--- src/hw/rtl/polygon_plane_clipper_macros.svh ---
// ---------------------------------------------------------------------------
// Assertion macros for the polygon plane clipper
// Concurrent checks that can be compiled out with NO_ASSERTIONS.
// ---------------------------------------------------------------------------
`ifndef POLYGON_PLANE_CLIPPER_MACROS_SVH
`define POLYGON_PLANE_CLIPPER_MACROS_SVH

`ifndef NO_ASSERTIONS
// same-cycle implication
`define PCL_ASSERT(label, clk, rst_n, ante, cons) \
  label: assert property (@(posedge clk) disable iff (!rst_n) (ante) |-> (cons)) \
    else $error("pcl check failed");
// next-cycle implication
`define PCL_ASSERT_NEXT(label, clk, rst_n, ante, cons) \
  label: assert property (@(posedge clk) disable iff (!rst_n) (ante) |=> (cons)) \
    else $error("pcl check failed");
`else
`define PCL_ASSERT(label, clk, rst_n, ante, cons)
`define PCL_ASSERT_NEXT(label, clk, rst_n, ante, cons)
`endif

`endif

--- src/hw/rtl/pcl_pkg.sv ---
`timescale 1ns / 1ps
// ---------------------------------------------------------------------------
// pcl_pkg
// Shared widths, register indexes and status types of the plane clipper.
// ---------------------------------------------------------------------------
package pcl_pkg;

  localparam int FIELD_W     = 32;  // port width of coordinates and registers
  localparam int COORD_W_DEF = 32;  // default internal coordinate width
  localparam int DIST_W      = 64;  // plane distance, Q32.32
  localparam int Q_W         = 41;  // quotient bits kept, cap is 2^40
  localparam int CFG_IDX_W   = 3;

  typedef enum logic [CFG_IDX_W-1:0] {
    REG_NORMAL_X = 3'd0,
    REG_NORMAL_Y = 3'd1,
    REG_NORMAL_Z = 3'd2,
    REG_POINT_X  = 3'd3,
    REG_POINT_Y  = 3'd4,
    REG_POINT_Z  = 3'd5,
    REG_MARGIN   = 3'd6
  } cfg_reg_t;

  typedef struct packed {
    logic busy;
    logic done;
  } div_stat_t;

endpackage

--- src/hw/rtl/pcl_div.sv ---
`timescale 1ns / 1ps
// ---------------------------------------------------------------------------
// pcl_div
// Restoring divider, one quotient bit per cycle, result capped at 2^(Q_W-1).
// ---------------------------------------------------------------------------
module pcl_div #(
  parameter int NUM_W = 97
) (
  input  logic                       clk,
  input  logic                       rst_n,
  input  logic                       start,
  input  logic [NUM_W-1:0]           num,
  input  logic [pcl_pkg::DIST_W-1:0] den,
  output logic [pcl_pkg::Q_W-1:0]    mag,
  output pcl_pkg::div_stat_t         stat
);
  import pcl_pkg::*;

  localparam int HI_W  = NUM_W - Q_W;
  localparam int CNT_W = $clog2(Q_W + 1);
  localparam logic [Q_W-1:0]   CAP      = {1'b1, {(Q_W-1){1'b0}}};
  localparam logic [CNT_W-1:0] CNT_INIT = CNT_W'(Q_W);

  logic              busy_r;
  logic              done_r;
  logic              ovf_r;
  logic [DIST_W-1:0] rem_r;
  logic [Q_W-1:0]    qr_r;
  logic [CNT_W-1:0]  cnt_r;

  logic [DIST_W-1:0] hi_ext;
  logic [DIST_W:0]   trial;
  logic              ge;
  logic [DIST_W:0]   diff;

  assign hi_ext = {{(DIST_W-HI_W){1'b0}}, num[NUM_W-1:Q_W]};
  assign trial  = {rem_r, qr_r[Q_W-1]};
  assign ge     = trial >= {1'b0, den};
  assign diff   = trial - {1'b0, den};

  always_ff @(posedge clk) begin
    if (!rst_n) begin
      busy_r <= 1'b0;
      done_r <= 1'b0;
      ovf_r  <= 1'b0;
      cnt_r  <= '0;
    end else begin
      // done pulses on an immediate overflow or on the last quotient bit
      done_r <= (start && (hi_ext >= den)) ||
                (!start && busy_r && (cnt_r == CNT_W'(1)));
      if (start) begin
        // quotient needs more than Q_W bits: straight to the cap
        if (hi_ext >= den) begin
          ovf_r  <= 1'b1;
        end else begin
          ovf_r  <= 1'b0;
          busy_r <= 1'b1;
          rem_r  <= hi_ext;
          qr_r   <= num[Q_W-1:0];
          cnt_r  <= CNT_INIT;
        end
      end else if (busy_r) begin
        rem_r <= ge ? diff[DIST_W-1:0] : trial[DIST_W-1:0];
        qr_r  <= {qr_r[Q_W-2:0], ge};
        cnt_r <= cnt_r - 1'b1;
        if (cnt_r == CNT_W'(1)) begin
          busy_r <= 1'b0;
        end
      end
    end
  end

  assign mag       = (ovf_r || (qr_r > CAP)) ? CAP : qr_r;
  assign stat.busy = busy_r;
  assign stat.done = done_r;

endmodule

--- config.mk ---
export PLATFORM = sky130hd
export DESIGN_NAME = pcl_div
export DESIGN_NICKNAME = d
export VERILOG_FILES = /design/src/hw/rtl/polygon_plane_clipper_macros.svh /design/src/hw/rtl/pcl_pkg.sv /design/src/hw/rtl/pcl_div.sv
export SDC_FILE = /design/constraint.sdc
export NUM_CORES = 1
export LEC_CHECK = 0
export BUFFER_PORTS_ARGS = -buffer_cell sky130_fd_sc_hd__buf_2
export CELL_PAD_IN_SITES_DETAIL_PLACEMENT = 1
export CELL_PAD_IN_SITES_GLOBAL_PLACEMENT = 2
export CORE_ASPECT_RATIO = 1.1
export CORE_MARGIN = 10
export CORE_UTILIZATION = 34
export DETAILED_ROUTE_END_ITERATION = 16
export MAX_ROUTING_LAYER = met4
export PLACE_DENSITY = 0.87
export REMOVE_ABC_BUFFERS = 1
export SYNTH_ARGS = -nofsm -noshare
export SYNTH_HDL_FRONTEND = slang
export SYNTH_SLANG_ARGS = --single-unit
export TNS_END_PERCENT = 100
--- constraint.sdc ---
create_clock -name clk -period 6.08 [get_ports clk]
set_clock_uncertainty 0.1 [all_clocks]
set_input_delay 1.824 -clock clk [delete_from_list [all_inputs] [get_ports clk]]
set_output_delay 1.824 -clock clk [all_outputs]
set_load 0.05 [all_outputs]
After elaboration in Yosys (flattened, before gate mapping)
Cells that the tools add are included.
{ "totals": {"regBits": 114, "out_inout_bits": 43, "elab_cells": 38} }
{ "op_classes": {"addsub": 2, "order_cmp": 3, "n_eq_ne": 2, "mux": 16, "n_reduce_logical": 9} }
{ "op_table": {"columns": ["cell", "n"], "rows": [
  ["$mux W64", 4],
  ["$mux W41", 4],
  ["$ge A65 B64 Y1", 1],
  ["$ge A56 B64 Y1", 1],
  ["$sub A64 B64 Y64", 1],
  ["$gt A41 B41 Y1 const B", 1],
  ["$mux W6", 3],
  ["$eq A6 B1 Y1 const B", 1],
  ["$sub A6 B1 Y6 const B", 1],
  ["$mux W1", 5],
  ["$logic_and A1 B1 Y1", 3],
  ["$reduce_and A3 Y1", 1],
  ["$logic_or A1 B1 Y1", 2],
  ["$ne A2 B2 Y1 const B", 1],
  ["$reduce_and A2 Y1", 1],
  ["$reduce_bool A2 Y1", 1],
  ["$logic_not A1 Y1", 1]
]} }

Logic depth before layout (Yosys ltp)
Gate-level depths: netlist of run 1.
{ "logic_depth": {"word_depth": 4, "mapped_depth": 15} }

Worst setup path before layout of run 1
OpenSTA, ideal clock, no wires.
{ "synth_path": {"kind": "input-to-reg", "from": "in den[53] (netlist name)", "to": "reg qr_r[0], enable pin", "setup_time_ns": 0.427, "t_arrival_ns": 4.963, "required_time_ns": 5.553, "path_slack_ns": 0.590, "cell_stages": 10, "path_buffers": 0, "cell_sequence": "inv_1 ha_1 a21o_1 a21o_1 a21oi_1 o21ai_0 a2111oi_0 o41ai_1 o2111ai_1 o21ba_2"} }
{ "synth_between": {"elab_chain_cells": 3} }
{ "synth_rtl": {"columns": ["item", "line", "text"], "rows": [
  ["start: declaration", "pcl_div.sv:13", "input logic [pcl_pkg::DIST_W-1:0] den,"],
  ["$ge A56 B64 Y1", "pcl_div.sv:53", "if (hi_ext >= den) begin"],
  ["$ne A2 B2 Y1 (no source line)", null, null],
  ["$reduce_and A3 Y1 (no source line)", null, null],
  ["end signal: assignment", "pcl_div.sv:59", "qr_r <= num[Q_W-1:0];"],
  ["end signal: assignment", "pcl_div.sv:64", "qr_r <= {qr_r[Q_W-2:0], ge};"],
  ["end: declaration", "pcl_div.sv:28", "logic [Q_W-1:0] qr_r;"]
]} }
Every way passes these cells.
A chain may end at the register's enable or synchronous reset.

Final worst setup path of run 1
{ "layout_path": {"from": "in den[53] (netlist name)", "to": "reg rem_r[31], enable pin"} }
{ "layout_between": {"elab_chain_cells": 3} }
{ "layout_rtl": {"columns": ["item", "line", "text"], "rows": [
  ["$ge A56 B64 Y1", "pcl_div.sv:53", null],
  ["$ne A2 B2 Y1 (no source line)", null, null],
  ["$reduce_and A3 Y1 (no source line)", null, null],
  ["end signal: assignment", "pcl_div.sv:58", "rem_r <= hi_ext;"],
  ["end signal: assignment", "pcl_div.sv:63", "rem_r <= ge ? diff[DIST_W-1:0] : trial[DIST_W-1:0];"],
  ["end: declaration", "pcl_div.sv:27", "logic [DIST_W-1:0] rem_r;"]
]} }
Every way passes these cells.

==> results of run 1 <==
-- final cells by class --
type	instances	area, µm²	share of cell area
multi-input cells	1001	7050	0.541
clock inverters	15	160	0.0123
flip-flops and latches	114	3330	0.256
inverters	88	330	0.0254
clock buffers	17	425	0.0327
well taps	426	533	0.0409
repair buffers	220	1180	0.0903
diodes	6	15.0	0.00115
-- kinds of logic (layout without fill, tap and decap cells) --
| family | Yosys count | count (layout) |
|---|---|---|
| fa+ha+maj | 123 | 123 |
| simple gates | 381 | 381 |
| xor+xnor | 60 | 60 |
| flops | 114 | 114 |
| mux | 53 | 53 |
| compound gates | 384 | 384 |
| other cells | 0 | 6 |
| buf+inv | 154 | 340 |
-- power groups by stage --
| stage | logic (W) | registers [W] | clock network [W] |
|---|---|---|---|
| final | 0.00123 | 0.00100 | 0.00103 |
| after global routing | 0.00136 | 0.00101 | 0.00108 |
| after CTS | 0.00123 | 0.00100 | 0.00105 |
| after floorplan | 0.000847 | 0.00100 | 0 |
| after detailed placement | 0.00122 | 0.00102 | 0 |
| after global placement | 0.00120 | 0.00101 | 0 |
-- flip-flops by register name (all words and copies together) (netlist names) --
name,count
done_r,1
busy_r,1
qr_r,41
rem_r,64
ovf_r,1
cnt_r,6
-- cells in the final DEF (no fill, tap or decap), types with 45 or more instances in the layout --
master / n
o21ai_0: 45
inv_1: 87
mux2_2: 52
a21o_1: 48
nand2_1: 111
a21oi_1: 120
nor2_1: 87
edfxtp_1: 105
ha_1: 122
buf_2: 205
-- per-layer routing --
metal  vias to the layer above  GRT usage  share of wire  routed length (µm)
met4                         0     0.0531          0.020                 756
met2                       233      0.331           0.50               19100
met1                      5043      0.229           0.43               16600
li1                       5039          -              -                   -
met5                         -          -              0                   0
met3                        53     0.0365          0.044                1700
-- per-stage QoR --
step	power (W)	cell area [µm²]	instances	setup TNS [ps]	hold WS [ps]
2_1_floorplan	0.00185	10700	1203	0	363
4_1_cts	0.00327	13000	1881	0	428
5_1_grt	0.00346	13000	1887	0	450
6_report	0.00326	13000	1887	0	429
3_3_place_gp	0.00221	12400	1849	-7220	407
3_5_place_dp	0.00224	12400	1849	0	404
-- worst max-delay path: cells and delay by family --
kind                     cells  cell delay [ps]
AO/OA/AOI/OAI                8             2640
buffers and inverters        4              710
adder cells (fa/ha/maj)      1              260
-- Yosys cell counts, types with 17 or more instances --
cell and number:
ha_1 122, a21oi_1 120, nand2_1 111, edfxtp_1 105
inv_1 88, nor2_1 87, mux2_2 52, a21o_1 48
o21ai_0 45, and2_1 41, clkbuf_1 40, nand4_1 38
xnor2_1 31, nand3_1 30, xor2_1 29, o21a_1 26
a31oi_1 24, o21ai_1 18, nor4_1 17
-- path summary, 6_finish.rpt --
kind | from | end | slack (ps) | cells after the start
setup / recovery | den[53] | rem_r[31] | 570 | 13
hold / removal | ovf_r | ovf_r | 430 | 2
setup reg to reg | rem_r[19] | rem_r[50] | 2330 | 11
hold reg to reg | ovf_r | ovf_r | 430 | 2
==> metrics.yaml, run 1 <==
power_frac_seq: 0.307
tightest_slew_ps: 1040
synth_edf_count: 105
cts_tree: "built"
status: "finished clean"
rows: 69
numPortBuffers: 206
ys_ff_latch: 114
syn_area_um2: 11000
grt_overflow: 0
pre_cts_ws_ps: 207
crit_type: "input pin to register"
muxShareOfSynthArea: 0.0541
slowest_delay_ps: 1020
clkPwrFrac: 0.317
synth_area_per_cell_um2: 8.67
ctsResizeCount: 0
die_area_um2: 40000
clock_latency_ps: 440
cts-buffers-inserted: 17
drtPass1Iterations: 7
p_int_w: 0.00201
period_needed_ps: 5510
synthArstFlopShare: 0
layout-drive-gt1-share: 0.222
fin_crit_sh: 0.906
max_freq_mhz: 182
critPathMaxFanout: 42
drtIter0Drc: 522
hold_buffers: 0
syn-instance-count: 1269
cp_common_cell: "a21o_1"
viasPerCell: 5.49
vias: 10368
endpoint_kind: "register"
route.final.wire_length_um: 38200
rsz0062_at_grt: "false"
synth_compound_area_frac: 0.227
ys.flop_type: "edfxtp_1"
synth_top_family_by_area: "compound AO/OA/AOI/OAI gates"
start_util: 0.343
final_max_slew_viol_count: 0
crit_path_cell_trace: "buf_2 -> inv_1 -> ha_1 -> a21o_1 -> a21o_1 -> a21oi_1 -> o21ai_0 -> a2111oi_1 -> o41ai_1 -> o2111ai_1 -> buf_4 -> o21ba_4 -> buf_12"
cap_violations: 0
die_h_um: 209
dpl.hpwl_um: 30800
antenna_found_initial: 6
ir_drop_mv: 0.194
slowest_stage: "a2111oi_1"
ant_nets: 0
synth_area_leaders: "edfxtp_1 (29%), ha_1 (14%), a21oi_1 (5.5%), mux2_2 (5.3%), nand2_1 (3.8%)"
yosysUniqueCellTypes: 74
cts.path.max_buffers: 2
gp_congestion: 0.913
num_io_pins: 207
cp.required_ps: 6090
hold_viol_final: 0
relSlewSlack: 0.303
post-route-util: 0.406
area.growth.synth_to_final_pct: 18.4
grt_max_degree: 73
synth_seq_area_share: 0.303
hold_class: "register to register"
nets: 1729
post_cts_buffers: 0
synth_adder_area_share: 0.141
coreArea_um2: 32100
power.density_nw_per_um2: 250
yosysWarnings: 0
cts_sinks: 114
arrival_ps: 5520
switching_power_w: 0.00125
track_usage: 0.194
n_fill_cell: 3876
p_comb_frac: 0.376
cts_root_buf: "clkbuf_16"
synthXorXnorAreaFrac: 0.0477
path_clk_slew_ps: 60
cellLeakagePower_nw: 5.75
grt_pass1_vias: 11298
wl_per_cell_um: 20.2
cts_max_level: 4
grt_pass1_wl_um: 61200
yosys.area_share.simple: 0.170
yosys.area.top_type_share: 0.286
setup_ws_ps: 572
synth_top_cell_by_area: "edfxtp_1"
setup_viol: 0
fp.dieW_um: 192
drc: 0
swShare: 0.383
startpoint_type: "input pin"
(Power assumes the default switching activity.)
==> run 2: changes to the inputs <==
--- a/config.mk
+++ b/config.mk
@@ -5,15 +5,18 @@
 export SDC_FILE = /design/constraint.sdc
 export NUM_CORES = 1
 export LEC_CHECK = 0
+export ABC_AREA = 1
+export ABC_CLOCK_PERIOD_IN_PS = 6080
 export BUFFER_PORTS_ARGS = -buffer_cell sky130_fd_sc_hd__buf_2
 export CELL_PAD_IN_SITES_DETAIL_PLACEMENT = 1
 export CELL_PAD_IN_SITES_GLOBAL_PLACEMENT = 2
 export CORE_ASPECT_RATIO = 1.1
 export CORE_MARGIN = 10
-export CORE_UTILIZATION = 34
+export CORE_UTILIZATION = 32
+export CTS_CLUSTER_SIZE = 12
 export DETAILED_ROUTE_END_ITERATION = 16
 export MAX_ROUTING_LAYER = met4
-export PLACE_DENSITY = 0.87
+export PLACE_DENSITY = 0.89
 export REMOVE_ABC_BUFFERS = 1
 export SYNTH_ARGS = -nofsm -noshare
 export SYNTH_HDL_FRONTEND = slang
==> metrics.yaml, run 2 <==
status: "finished clean"
drtPass1Iterations: 5
cap_violations: 0
start_util: 0.325
hold_class: "register to register"
cp_common_cell: "nand2_1"
top_regs: "rem_r (64), qr_r (41), cnt_r (6)"
arrival_ps: 4730
grt_pass1_vias: 14376
cts_root_buf: "clkbuf_16"
synth_top_cell_by_area: "edfxtp_1"
clock_latency_ps: 460
largest_reg_flops: 64
cts_tree: "built"
gp_congestion: 0.979
yosys.area.top_type_share: 0.246
rows: 76
setup_viol: 0
ys.flop_type: "edfxtp_1"
stdcell_count: 2697
vias: 13472
dpl.hpwl_um: 44100
viasPerCell: 5.00
final_max_slew_viol_count: 0
drtIter0Drc: 627
endpoint_kind: "register"
track_usage: 0.219
grt_max_degree: 114
crit_type: "input pin to register"
max_freq_mhz: 211
nets: 2463
final_cell_mix: "nand2_1 (619), inv_1 (310), buf_2 (205), nor2_1 (164), a21oi_1 (160)"
hold_buffers: 0
final_common_cell: "nand2_1"
cts_max_level: 4
yosysWarnings: 0
synth_most_common_cell: "nand2_1"
cts_sinks: 114
synth_area_leaders: "edfxtp_1 (25%), nand2_1 (18%), ha_1 (12%), inv_1 (9.1%), a21oi_1 (6.3%)"
tightest_slew_ps: 1060
ys_ff_latch: 114
hold_viol_final: 0
synth_area_per_cell_um2: 6.43
ir_drop_mv: 0.220
crit_path_cell_trace: "buf_2 -> inv_1 -> ha_1 -> a21oi_1 -> o21ai_0 -> a21oi_1 -> nand2_1 -> nand2_1 -> nand3_1 -> nand2_1 -> nand3_1 -> a21oi_4 -> buf_12"
cts-buffers-inserted: 17
path_clk_slew_ps: 60
die_area_um2: 48400
slowest_stage: "buf_12"
timing.hold.ws_ps: 378
period_needed_ps: 4750
n_fill_cell: 5246
area.sequential_um2: 3330
area.growth.synth_to_final_pct: 16.3
die_h_um: 230
power.density_nw_per_um2: 222
post_cts_buffers: 0
num_io_pins: 207
regMostFlops: "rem_r"
cts.path.max_buffers: 2
coreArea_um2: 39400
syn-instance-count: 1991
cellLeakagePower_nw: 7.72
numPortBuffers: 206
yosysUniqueCellTypes: 49
ant_nets: 0
synth_common_cells: "nand2_1 (619), inv_1 (311), nor2_1 (164)"
critPathMaxFanout: 105
grt_overflow: 0
synthArstFlopShare: 0
fp.dieW_um: 211
totalPowerFinal_w: 0.00331
slowest_delay_ps: 420
antenna_found_initial: 1
ctsResizeCount: 0
syn_area_um2: 12800
post-route-util: 0.378
place_inst: 2664
drc: 0
multi_input_comb_area_um2: 7960
grt_pass1_wl_um: 80400
relSlewSlack: 0.291
startpoint_type: "input pin"
cp.required_ps: 6070
fin_crit_sh: 0.781
route.final.wire_length_um: 52200
setup_ws_ps: 1330
wl_per_cell_um: 19.4
synth_edf_count: 105
synth_seq_area_share: 0.261
layout-drive-gt1-share: 0.148
rsz0062_at_grt: "false"
pre_cts_ws_ps: 991
[run 2: changes by cell type after synthesis, moves of 52 or more]
| cell | before | now |
|---|---|---|
| nor2_1 | 87 | 164 |
| nand3_1 | 30 | 119 |
| mux2_2 | 52 | 0 |
| nand2_1 | 111 | 619 |
| o21ai_0 | 45 | 100 |
| inv_1 | 88 | 311 |
[run 2: critical path: cells and delay by family]
family                   cells  cell delay (ps)
AND/OR/NAND/NOR              5             1040
AO/OA/AOI/OAI                4              780
buffers and inverters        3              590
adder cells (fa/ha/maj)      1              260
[run 2: cell type report]
| cell class | count | area share |
|---|---|---|
| Sequential cell | 114 | 0.224 |
| Clock inverter | 13 | 0.0108 |
| Antenna cell | 1 | 0.000168 |
| Multi-Input combinational cell | 1499 | 0.535 |
| Tap cell | 507 | 0.0426 |
| Clock buffer | 19 | 0.0291 |
| Inverter | 331 | 0.0835 |
| Timing Repair Buffer | 213 | 0.0747 |
[run 2: cells by family after synthesis]
kind of cell               after synthesis  share of synthesized area
buffers and inverters                  378                      0.118
xor gates and xnor gates                33                     0.0226
and+or+nand+nor                       1012                      0.333
adders and majority gates              123                      0.121
AOI/OAI and AO/OA                      331                      0.145
DFF                                    114                      0.261
[run 2: where the power goes]
part | switching [W] | internal (W)
combinational | 0.000867 | 0.000409
clock | 0.000419 | 0.000643
sequential | 0.0000307 | 0.000940
[run 2: stage by stage]
| stage | TNS, ps | instance area (µm²) |
|---|---|---|
| after floorplan | -277570 | 12500 |
| after global placement | 0 | 14300 |
| after detailed placement | 0 | 14300 |
| after CTS | 0 | 14900 |
| after global routing | 0 | 14900 |
| final | 0 | 14900 |
[run 2: routing by layer]
layer  wire length [µm]  GRT usage  vias to the layer above
met2              25400      0.368                      199
li1                   -          -                     6827
met5                  0          -                        -
met4               1330     0.0666                        0
met3               1990     0.0307                       63
met1              23500      0.268                     6383
[run 2: path summary, 6_finish.rpt]
kind	to	slack, ps	cells past startpoint	startpoint
setup / recovery	rem_r[45]	1330	13	den[15]
hold / removal	busy_r	380	2	busy_r
setup reg to reg	rem_r[41]	2740	13	rem_r[54]
hold reg to reg	busy_r	380	2	busy_r
